===== config.mk =====
export PLATFORM = sky130hd
export DESIGN_NAME = uri_component_tagger_top
export DESIGN_NICKNAME = d
export VERILOG_FILES = /design/src/rtl/core/uct_pkg.sv /design/src/rtl/core/uct_ctrl.sv /design/src/rtl/core/uct_datapath.sv /design/src/rtl/core/uri_component_tagger_top.sv
export VERILOG_INCLUDE_DIRS = /design/src /design/src/rtl/core
export SDC_FILE = /design/constraint.sdc
export NUM_CORES = 1
export LEC_CHECK = 0
export BUFFER_PORTS_ARGS = -buffer_cell sky130_fd_sc_hd__buf_2
export CORE_ASPECT_RATIO = 0.5
export CORE_MARGIN = 8
export CORE_UTILIZATION = 35
export DETAILED_ROUTE_END_ITERATION = 8
export SLEW_MARGIN = 5
export SYNTH_ARGS = -nofsm -noshare
export SYNTH_HDL_FRONTEND = slang
export SYNTH_SLANG_ARGS = --single-unit

===== constraint.sdc =====
create_clock -name clk -period 7.1 [get_ports clk]
set_clock_uncertainty 0.05 [all_clocks]
set_input_delay 2.13 -clock clk [delete_from_list [all_inputs] [get_ports clk]]
set_output_delay 2.13 -clock clk [all_outputs]
set_load 0.03 [all_outputs]

===== src/rtl/core/uri_component_tagger_top_macros.svh =====
// ----------------------------------------------------------------------------
// URI component tagger assertion macros
// Shorthand for clocked assertions. Each use expects clk and rst_n in scope.
// ----------------------------------------------------------------------------
`ifndef URI_COMPONENT_TAGGER_TOP_MACROS_SVH
`define URI_COMPONENT_TAGGER_TOP_MACROS_SVH

// Same-cycle implication.
`define UCT_ASSERT_NOW(label, ante, cons, msg) \
  label: assert property (@(posedge clk) disable iff (!rst_n) (ante) |-> (cons)) \
    else $error(msg);

// Next-cycle implication.
`define UCT_ASSERT_NEXT(label, ante, cons, msg) \
  label: assert property (@(posedge clk) disable iff (!rst_n) (ante) |=> (cons)) \
    else $error(msg);

`endif


===== src/rtl/core/uct_pkg.sv =====
// ----------------------------------------------------------------------------
// URI component tagger package
// Parse phases, part tags, controller states, command/status bundles and
// the character classification used by the datapath.
// ----------------------------------------------------------------------------
package uct_pkg;

  typedef enum logic [2:0] {
    PH_SCHEME,
    PH_COLON,
    PH_AUTH,
    PH_HOST,
    PH_PORT,
    PH_PATH,
    PH_QUERY,
    PH_FRAG
  } phase_t;

  typedef enum logic [2:0] {
    TAG_SCHEME = 3'd0,
    TAG_USER   = 3'd1,
    TAG_HOST   = 3'd2,
    TAG_PORT   = 3'd3,
    TAG_PATH   = 3'd4,
    TAG_QUERY  = 3'd5,
    TAG_FRAG   = 3'd6,
    TAG_DELIM  = 3'd7
  } tag_t;

  typedef enum logic [1:0] {
    ST_IDLE,
    ST_BUSY,
    ST_FL_DATA
  } state_t;

  localparam logic [7:0] CH_COLON = 8'h3A;
  localparam logic [7:0] CH_AT    = 8'h40;
  localparam logic [7:0] CH_QUEST = 8'h3F;
  localparam logic [7:0] CH_HASH  = 8'h23;
  localparam logic [7:0] CH_SLASH = 8'h2F;

  // Controller to datapath.
  typedef struct packed {
    logic accept;
    logic rd;
    logic emit_flush;
    logic emit_d0;
    logic emit_d1;
  } uct_cmd_t;

  // Datapath to controller.
  typedef struct packed {
    logic flush_pend;
    logic d0_pend;
    logic d1_pend;
    logic out_free;
  } uct_sts_t;

  typedef struct packed {
    tag_t   tag;
    phase_t phase;
  } step_t;

  function automatic logic is_letter(logic [7:0] c);
    return ((c >= 8'h61) && (c <= 8'h7A)) || ((c >= 8'h41) && (c <= 8'h5A));
  endfunction

  function automatic logic [6:0] tag_bit(tag_t t);
    logic [6:0] b;
    b = '0;
    if (t != TAG_DELIM) b = 7'(1) << t;
    return b;
  endfunction

  // Tag and next phase for one character once the authority is closed.
  function automatic step_t after_auth(phase_t ph, logic [7:0] c);
    step_t r;
    r.tag   = TAG_FRAG;
    r.phase = PH_FRAG;
    case (ph)
      PH_HOST, PH_PORT: begin
        if ((ph == PH_HOST) && (c == CH_COLON)) begin
          r.tag = TAG_DELIM; r.phase = PH_PORT;
        end else if (c == CH_SLASH) begin
          r.tag = TAG_PATH; r.phase = PH_PATH;
        end else if (c == CH_QUEST) begin
          r.tag = TAG_DELIM; r.phase = PH_QUERY;
        end else if (c == CH_HASH) begin
          r.tag = TAG_DELIM; r.phase = PH_FRAG;
        end else if (ph == PH_HOST) begin
          r.tag = TAG_HOST; r.phase = PH_HOST;
        end else begin
          r.tag = TAG_PORT; r.phase = PH_PORT;
        end
      end
      PH_PATH: begin
        if (c == CH_QUEST) begin
          r.tag = TAG_DELIM; r.phase = PH_QUERY;
        end else if (c == CH_HASH) begin
          r.tag = TAG_DELIM; r.phase = PH_FRAG;
        end else begin
          r.tag = TAG_PATH; r.phase = PH_PATH;
        end
      end
      PH_QUERY: begin
        if (c == CH_HASH) begin
          r.tag = TAG_DELIM; r.phase = PH_FRAG;
        end else begin
          r.tag = TAG_QUERY; r.phase = PH_QUERY;
        end
      end
      default: begin
        r.tag = TAG_FRAG; r.phase = PH_FRAG;
      end
    endcase
    return r;
  endfunction

endpackage


===== src/rtl/core/uct_ctrl.sv =====
// ----------------------------------------------------------------------------
// URI component tagger controller
// Sequences one character: accept, replay of the buffered authority run,
// then up to two direct beats into the output register.
// ----------------------------------------------------------------------------
module uct_ctrl (
  input  logic                clk,
  input  logic                rst_n,
  input  logic                in_valid,
  output logic                in_stall,
  input  uct_pkg::uct_sts_t   sts,
  output uct_pkg::uct_cmd_t   cmd
);
  import uct_pkg::*;

  state_t state_r;
  state_t state_nxt;

  always_ff @(posedge clk) begin
    if (!rst_n) begin
      state_r <= ST_IDLE;
    end else begin
      state_r <= state_nxt;
    end
  end

  always_comb begin
    state_nxt = state_r;
    cmd       = '0;
    in_stall  = 1'b1;
    case (state_r)
      ST_IDLE: begin
        in_stall = 1'b0;
        if (in_valid) begin
          cmd.accept = 1'b1;
          state_nxt  = ST_BUSY;
        end
      end
      ST_BUSY: begin
        if (sts.flush_pend) begin
          // fetch the next buffered character
          cmd.rd    = 1'b1;
          state_nxt = ST_FL_DATA;
        end else if (sts.d0_pend) begin
          if (sts.out_free) begin
            cmd.emit_d0 = 1'b1;
            state_nxt   = sts.d1_pend ? ST_BUSY : ST_IDLE;
          end
        end else if (sts.d1_pend) begin
          if (sts.out_free) begin
            cmd.emit_d1 = 1'b1;
            state_nxt   = ST_IDLE;
          end
        end else begin
          state_nxt = ST_IDLE;
        end
      end
      ST_FL_DATA: begin
        if (sts.out_free) begin
          cmd.emit_flush = 1'b1;
          state_nxt      = ST_BUSY;
        end
      end
      default: begin
        state_nxt = ST_IDLE;
      end
    endcase
  end

endmodule


===== src/rtl/core/uct_datapath.sv =====
// ----------------------------------------------------------------------------
// URI component tagger datapath
// Character decode, parse state, authority buffer memory, beat formation,
// validity tracking and the output register.
// ----------------------------------------------------------------------------
`include "uri_component_tagger_top_macros.svh"

module uct_datapath #(
  parameter int AUTH_DEPTH = 63
) (
  input  logic                clk,
  input  logic                rst_n,
  input  logic [7:0]          in_character,
  input  logic                in_last_char,
  input  logic                out_stall,
  output logic                out_valid,
  output logic [7:0]          out_char,
  output logic [2:0]          out_part_tag,
  output logic                out_run_end,
  output logic                out_uri_end,
  output logic                out_uri_valid,
  input  uct_pkg::uct_cmd_t   cmd,
  output uct_pkg::uct_sts_t   sts
);
  import uct_pkg::*;

  localparam int CW = $clog2(AUTH_DEPTH + 1);
  localparam int AW = $clog2(AUTH_DEPTH);

  logic [7:0] mem [AUTH_DEPTH];
  logic [7:0] rd_data_r;

  phase_t     phase_r,      phase_nxt;
  logic       pend_r,       pend_nxt;
  logic [CW-1:0] count_r,   count_nxt;
  logic [CW-1:0] idx_r,     idx_nxt;
  logic [6:0] seen_r,       seen_nxt;
  logic       bad_r,        bad_nxt;
  logic       colon_r,      colon_nxt;
  logic       flush_pend_r, flush_pend_nxt;
  logic       d0_pend_r,    d0_pend_nxt;
  logic       d1_pend_r,    d1_pend_nxt;
  logic       user_r,       user_nxt;
  logic       in_port_r,    in_port_nxt;
  logic       last_r,       last_nxt;
  logic [7:0] d0_char_r,    d0_char_nxt;
  tag_t       d0_tag_r,     d0_tag_nxt;
  logic [7:0] d1_char_r,    d1_char_nxt;
  tag_t       d1_tag_r,     d1_tag_nxt;
  logic       out_valid_r;
  logic [7:0] out_char_r;
  tag_t       out_tag_r;
  logic       out_run_end_r, out_uri_end_r, out_uri_valid_r;

  logic       wr_en;
  logic       flush_req;
  step_t      aa_cur, aa_path;
  logic       out_free;
  logic       emit_any;
  logic       flush_last;
  logic [7:0] beat_c;
  tag_t       beat_t;
  logic       beat_re, beat_ue, beat_ok;
  logic [6:0] seen_all;

  assign out_free   = !out_valid_r || !out_stall;
  assign emit_any   = cmd.emit_flush || cmd.emit_d0 || cmd.emit_d1;
  assign flush_last = (CW'(idx_r + CW'(1)) == count_r);
  assign aa_cur     = after_auth(phase_r, in_character);
  assign aa_path    = after_auth(PH_PATH, in_character);

  assign sts.flush_pend = flush_pend_r;
  assign sts.d0_pend    = d0_pend_r;
  assign sts.d1_pend    = d1_pend_r;
  assign sts.out_free   = out_free;

  // Beat formation.
  always_comb begin
    beat_c  = d1_char_r;
    beat_t  = d1_tag_r;
    beat_re = 1'b1;
    in_port_nxt = in_port_r;
    if (cmd.emit_flush) begin
      beat_c  = rd_data_r;
      beat_re = flush_last && !d0_pend_r && !d1_pend_r;
      if (user_r) begin
        beat_t = TAG_USER;
      end else if (in_port_r) begin
        beat_t = TAG_PORT;
      end else if (rd_data_r == CH_COLON) begin
        beat_t      = TAG_DELIM;
        in_port_nxt = 1'b1;
      end else begin
        beat_t = TAG_HOST;
      end
    end else if (cmd.emit_d0) begin
      beat_c  = d0_char_r;
      beat_t  = d0_tag_r;
      beat_re = !d1_pend_r;
    end
    if (cmd.accept) in_port_nxt = 1'b0;
    beat_ue  = beat_re && last_r;
    seen_all = seen_r | tag_bit(beat_t);
    beat_ok  = beat_ue && colon_r && seen_all[TAG_SCHEME] && seen_all[TAG_PATH] && !bad_r
               && !((seen_all[TAG_USER] || seen_all[TAG_PORT]) && !seen_all[TAG_HOST]);
  end

  // Decode on accept, bookkeeping on each beat.
  always_comb begin
    phase_nxt      = phase_r;
    pend_nxt       = pend_r;
    count_nxt      = count_r;
    idx_nxt        = idx_r;
    seen_nxt       = seen_r;
    bad_nxt        = bad_r;
    colon_nxt      = colon_r;
    flush_pend_nxt = flush_pend_r;
    d0_pend_nxt    = d0_pend_r;
    d1_pend_nxt    = d1_pend_r;
    user_nxt       = user_r;
    last_nxt       = last_r;
    d0_char_nxt    = d0_char_r;
    d0_tag_nxt     = d0_tag_r;
    d1_char_nxt    = d1_char_r;
    d1_tag_nxt     = d1_tag_r;
    wr_en          = 1'b0;
    flush_req      = 1'b0;

    if (cmd.accept) begin
      d0_pend_nxt = 1'b0;
      d1_pend_nxt = 1'b0;
      d0_char_nxt = in_character;
      d0_tag_nxt  = TAG_DELIM;
      d1_char_nxt = in_character;
      d1_tag_nxt  = TAG_DELIM;
      user_nxt    = 1'b0;
      idx_nxt     = '0;
      last_nxt    = in_last_char;
      case (phase_r)
        PH_SCHEME: begin
          d0_pend_nxt = 1'b1;
          if (in_character == CH_COLON) begin
            colon_nxt = 1'b1;
            phase_nxt = PH_COLON;
          end else begin
            d0_tag_nxt = TAG_SCHEME;
            if (!seen_r[TAG_SCHEME] && !is_letter(in_character)) bad_nxt = 1'b1;
          end
        end
        PH_COLON: begin
          if (pend_r) begin
            // resolve the held slash
            pend_nxt    = 1'b0;
            d0_pend_nxt = 1'b1;
            d1_pend_nxt = 1'b1;
            d0_char_nxt = CH_SLASH;
            if (in_character == CH_SLASH) begin
              phase_nxt = PH_AUTH;
            end else begin
              d0_tag_nxt = TAG_PATH;
              d1_tag_nxt = aa_path.tag;
              phase_nxt  = aa_path.phase;
            end
          end else if ((in_character == CH_SLASH) && !in_last_char) begin
            pend_nxt = 1'b1;
          end else begin
            d0_pend_nxt = 1'b1;
            d0_tag_nxt  = aa_path.tag;
            phase_nxt   = aa_path.phase;
          end
        end
        PH_AUTH: begin
          if (in_character == CH_AT) begin
            flush_req   = 1'b1;
            user_nxt    = 1'b1;
            d0_pend_nxt = 1'b1;
            phase_nxt   = PH_HOST;
          end else if (in_character == CH_SLASH) begin
            flush_req   = 1'b1;
            d0_pend_nxt = 1'b1;
            d0_tag_nxt  = TAG_PATH;
            phase_nxt   = PH_PATH;
          end else if ((in_character == CH_QUEST) || (in_character == CH_HASH)) begin
            flush_req   = 1'b1;
            d0_pend_nxt = 1'b1;
            phase_nxt   = (in_character == CH_QUEST) ? PH_QUERY : PH_FRAG;
          end else begin
            if (count_r < CW'(AUTH_DEPTH)) begin
              wr_en     = 1'b1;
              count_nxt = CW'(count_r + CW'(1));
            end else begin
              // buffer full: drop
              bad_nxt = 1'b1;
            end
            flush_req = in_last_char;
          end
        end
        default: begin
          d0_pend_nxt = 1'b1;
          d0_tag_nxt  = aa_cur.tag;
          phase_nxt   = aa_cur.phase;
        end
      endcase
      flush_pend_nxt = flush_req && (count_nxt != '0);
      if (in_last_char) begin
        phase_nxt = PH_SCHEME;
        pend_nxt  = 1'b0;
      end
    end

    if (cmd.emit_flush) begin
      idx_nxt = CW'(idx_r + CW'(1));
      if (flush_last) begin
        flush_pend_nxt = 1'b0;
        count_nxt      = '0;
      end
    end
    if (cmd.emit_d0) d0_pend_nxt = 1'b0;
    if (cmd.emit_d1) d1_pend_nxt = 1'b0;

    if (emit_any) begin
      seen_nxt = seen_all;
      if (beat_ue) begin
        // verdict given: start the next URI clean
        seen_nxt  = '0;
        bad_nxt   = 1'b0;
        colon_nxt = 1'b0;
      end
    end
  end

  always_ff @(posedge clk) begin
    if (wr_en) mem[count_r[AW-1:0]] <= in_character;
    if (cmd.rd) rd_data_r <= mem[idx_r[AW-1:0]];
  end

  always_ff @(posedge clk) begin
    if (!rst_n) begin
      phase_r      <= PH_SCHEME;
      pend_r       <= 1'b0;
      count_r      <= '0;
      idx_r        <= '0;
      seen_r       <= '0;
      bad_r        <= 1'b0;
      colon_r      <= 1'b0;
      flush_pend_r <= 1'b0;
      d0_pend_r    <= 1'b0;
      d1_pend_r    <= 1'b0;
      user_r       <= 1'b0;
      in_port_r    <= 1'b0;
      last_r       <= 1'b0;
      out_valid_r  <= 1'b0;
    end else begin
      phase_r      <= phase_nxt;
      pend_r       <= pend_nxt;
      count_r      <= count_nxt;
      idx_r        <= idx_nxt;
      seen_r       <= seen_nxt;
      bad_r        <= bad_nxt;
      colon_r      <= colon_nxt;
      flush_pend_r <= flush_pend_nxt;
      d0_pend_r    <= d0_pend_nxt;
      d1_pend_r    <= d1_pend_nxt;
      user_r       <= user_nxt;
      in_port_r    <= in_port_nxt;
      last_r       <= last_nxt;
      if (emit_any) begin
        out_valid_r <= 1'b1;
      end else if (!out_stall) begin
        out_valid_r <= 1'b0;
      end
    end
  end

  always_ff @(posedge clk) begin
    d0_char_r <= d0_char_nxt;
    d0_tag_r  <= d0_tag_nxt;
    d1_char_r <= d1_char_nxt;
    d1_tag_r  <= d1_tag_nxt;
    if (emit_any) begin
      out_char_r      <= beat_c;
      out_tag_r       <= beat_t;
      out_run_end_r   <= beat_re;
      out_uri_end_r   <= beat_ue;
      out_uri_valid_r <= beat_ok;
    end
  end

  assign out_valid     = out_valid_r;
  assign out_char      = out_char_r;
  assign out_part_tag  = out_tag_r;
  assign out_run_end   = out_run_end_r;
  assign out_uri_end   = out_uri_end_r;
  assign out_uri_valid = out_uri_valid_r;

  `UCT_ASSERT_NOW(a_one_beat, 1'b1, $onehot0({cmd.emit_flush, cmd.emit_d0, cmd.emit_d1}), "two beats in one cycle")
  `UCT_ASSERT_NOW(a_beat_has_room, emit_any, out_free, "beat loaded over an unread result")
  `UCT_ASSERT_NOW(a_count_bound, 1'b1, count_r <= CW'(AUTH_DEPTH), "buffer count past depth")
  `UCT_ASSERT_NOW(a_flush_in_range, cmd.emit_flush || cmd.rd, idx_r < count_r, "flush read beyond fill")
  `UCT_ASSERT_NEXT(a_verdict_clears, emit_any && beat_ue, (seen_r == '0) && !bad_r && !colon_r, "URI state kept after verdict")

endmodule


===== src/rtl/core/uri_component_tagger_top.sv =====
// Sequence: a character is accepted in IDLE; in BUSY any authority flush is
// replayed first, each buffered character read from the authority memory and
// then loaded into the output register from FL_DATA; the direct beats (up to
// two) then load from BUSY. Every load waits while the output register holds
// an unread result, and no new character is accepted until the last beat loads.
// Reset: synchronous, active low; parse state clears at once, buffer is not swept.
// ----------------------------------------------------------------------------
// URI component tagger
// Tags each URI byte as scheme, userinfo, host, port, path, query, fragment
// or delimiter, and gives a validity verdict on the final beat of a URI.
// ----------------------------------------------------------------------------
module uri_component_tagger_top #(
  parameter int AUTH_DEPTH = 63
) (
  input  logic       clk,
  input  logic       rst_n,
  input  logic       in_valid,
  output logic       in_stall,
  input  logic [7:0] in_character,
  input  logic       in_last_char,
  output logic       out_valid,
  input  logic       out_stall,
  output logic [7:0] out_char,
  output logic [2:0] out_part_tag,
  output logic       out_run_end,
  output logic       out_uri_end,
  output logic       out_uri_valid
);
  import uct_pkg::*;

  uct_cmd_t cmd;
  uct_sts_t sts;

  uct_ctrl u_ctrl (
    .clk      (clk),
    .rst_n    (rst_n),
    .in_valid (in_valid),
    .in_stall (in_stall),
    .sts      (sts),
    .cmd      (cmd)
  );

  uct_datapath #(
    .AUTH_DEPTH (AUTH_DEPTH)
  ) u_datapath (
    .clk           (clk),
    .rst_n         (rst_n),
    .in_character  (in_character),
    .in_last_char  (in_last_char),
    .out_stall     (out_stall),
    .out_valid     (out_valid),
    .out_char      (out_char),
    .out_part_tag  (out_part_tag),
    .out_run_end   (out_run_end),
    .out_uri_end   (out_uri_end),
    .out_uri_valid (out_uri_valid),
    .cmd           (cmd),
    .sts           (sts)
  );

endmodule


==> impl_results.md <==
* Outcome: finished, final reports clean
* CP endpoint kind: register
* H-tree Lvls at 2
* CP Launch Type: input pin
* Post-CTS Hold Buffers at 0
* Num ports at 29
* Post-Syn Nets at 1270
* Initial Utilization at 35.1%
* Fmax at 0.193 GHz
* Setup crit start: in_character[4]
* Antenna-violating nets left at 0
* TritonCTS buffer count at 53
* Cell Area, Synth at 23400 um^2
* DIE HEIGHT at 199 um
* Share of layout cells above drive strength 1 at 22.1%
* Die boundary width at 382 um
* Synth area leader: edfxtp_1
* Most common cell in the netlist: edfxtp_1
* # fillers at 5909
* Setup TNS at 0 ns
* Port buffer count at 28
* Post-CTS setup buffer count at 0
* CTS root buf: clkbuf_16
* Post-CTS Resized at 0
* Detailed Routing Iterations Pass 1 at 8
* Fraction of registers with async set/reset at 0%
* Synth Warn # at 0
* Maximum VDD drop at 0.158 mV
* Flops & latches, synth at 578
* Site Rows at 67
* Vias in the first global route at 12100
* Post-layout util at 39.4%
* Crit Path Max Fanout at 26
* Max cap viols at 0
* # DRC at 0
* Slew Limit Fails at 0
* Crit path arrival time at 5.35 ns
* Hold Vio Cnt, Final at 0
* Overall Global Routing Usage at 15.4%
* Register area share after synthesis at 72.8%
* Global placement routability congestion at 0.871
* First-pass GRT wire length at 86700 um
* Synth Area per Inst at 18.6 um^2
* Worst-Margin Slew at 1.04 ns
* Final min period at 5.17 ns
* Finish-stage setup viols at 0
* Clock latency on the worst-skew pair at 0.62 ns
* Initial antenna violation count at 5
* EDFF count, synth at 546
* CP Data Required Time at 7.28 ns
* Die ar. at 75900 um^2
* GR Overflow Total at 0
* CTS tree: built
* CTS Sinks at 578
* Post-DR vias/cell at 5.55
* Clock Path Buffers at 3
* RSZ-0062 raised after global routing: false
* Relative slew margins at 30.8%
* Crit Path Category: in -> reg
* Nets at 1299
* Min-delay worst type: reg -> reg
* Unique masters post-synth at 67
* Fin crit share at 72.8%
* Pwr Density at 262 nW/um^2
* Ys flop type: edfxtp_1
* Detailed Route Iter0 Violations at 1676
* Commonest cells post-synth: 546 x edfxtp_1, 151 x mux4_2, 119 x nor2_1, 61 x nand2_1, 42 x clkbuf_1
* Post-Route WL at 59000 um
* Leak at 7.93 nW
* Area grow syn2layout at 12.2%
* Detailed Place HPWL at 37100 um
* Synth top area cells: edfxtp_1 70%, mux4_2 15%, dfxtp_1 2.7%, nor2_1 1.9%, mux2i_1 1.0%
* Via count at 12300
* Routed length per instance at 26.6 um
* Hold_sp: u_datapath.seen_r[4]
* R2R Path Start: u_datapath.idx_r[1]
* Total power at 6.88 mW
* Core footprint at 66600 um^2
* Mapped Cells at 1255
* Clk pin slew, worst setup/hold paths at 0.06 ns
* Pin count of the biggest net entering global routing at 68
* Synth top area share at 70.1%
* Post-Route Hold Slack at 0.421 ns
## worst paths after layout
| path | slack (ns) | depth (start not counted) | end |
|---|---|---|---|
| max reg2reg | 3.24 | 5 | u_datapath.rd_data_r[2] |
| min reg2reg | 0.42 | 2 | u_datapath.seen_r[4] |
| min | 0.42 | 2 | u_datapath.seen_r[4] |
| max | 1.93 | 8 | u_datapath.mem[51][6] |
## critical path: stages
cell      delay [ns]
buf_2           0.47
nor3_1          0.18
nand3_1         0.23
a21boi_2        0.17
or3_1           0.43
nor2_1          0.24
nand3_1         0.68
nor2_1          0.79
## cell usage in the layout (no fill, tap or decap), types with 5 or more instances in the layout
cell,n
buf_2,28
clkinv_1,9
or2_2,5
o21a_1,5
a22o_1,7
bufinv_16,10
a211oi_1,7
o31ai_1,5
buf_4,19
xnor2_1,5
a21oi_1,14
clkinv_2,8
dfxtp_1,29
a31oi_1,8
nor2_1,119
nor3_1,14
nand3_1,15
mux2i_1,24
and3_1,7
and2_1,9
nand2_1,61
a221o_1,8
mux4_2,151
edfxtp_1,546
clkbuf_16,54
or3_1,8
o22ai_1,5
inv_1,14
nor2b_1,16
o21ai_0,32
clkbuf_1,6
## cell families (layout without fill, tap and decap cells)
family	Yosys count	in the layout	share of synthesized area [%]
adders and majority gates	2	2	0.107
and+or+nand+nor	283	283	5.70
xor gates and xnor gates	9	9	0.337
muxes	176	176	15.6
AOI/OAI and AO/OA	120	120	3.55
buffers and inverters	87	155	1.85
DFF	578	578	72.8
other	0	1	0
## metal layers
layer / vias to the layer above / part of all wire (%) / track usage [%]
li1: 5148 / - / -
met1: 6376 / 43 / 22.2
met2: 709 / 45 / 23.6
met3: 104 / 9.7 / 3.32
met4: 0 / 2.5 / 4.21
met5: - / 0 / 0
## where the power goes
group | internal, mW | total [mW] | leakage (nW) | switching, mW
combinational | 0.0249 | 0.139 | 1.88 | 0.114
sequential | 3.74 | 3.74 | 5.18 | 0.00632
clock | 1.75 | 2.99 | 0.879 | 1.24
total | 5.51 | 6.88 | 7.93 | 1.36
## sequential cells by signal, summed over array words and instances, names as in the netlist, 2 cells and up
register and cells:
u_datapath.rd_data_r 8, u_datapath.out_part_tag 3, u_datapath.out_char 8, u_datapath.idx_r 6, u_datapath.seen_r 5, u_datapath.count_r 6, u_datapath.d1_char_r 8, u_datapath.mem 504
u_datapath.d0_tag_r 3, u_ctrl.state_r 2, u_datapath.d0_char_r 8, u_datapath.phase_r 3
## layout make-up
class	count	area, um^2	area share, %
Tap cell	897	1120	4.28
Sequential cell	578	17000	65.0
Antenna cell	1	2.50	0.00954
Multi-Input combinational cell	590	5920	22.6
Clock inverter	34	439	1.67
Timing Repair Buffer	47	283	1.08
Inverter	14	52.6	0.200
Clock buffer	60	1370	5.24
## per-stage QoR
stage,setup slack [ns],std cells,instance area [um^2]
global route,1.77,2220,26200
detailed placement,1.39,2126,24400
CTS,2.04,2220,26200
finish,1.93,2221,26200
global placement,1.59,2126,24400
floorplan,2.72,1255,23400
No activity file was read; power rests on OpenSTA's default activity.
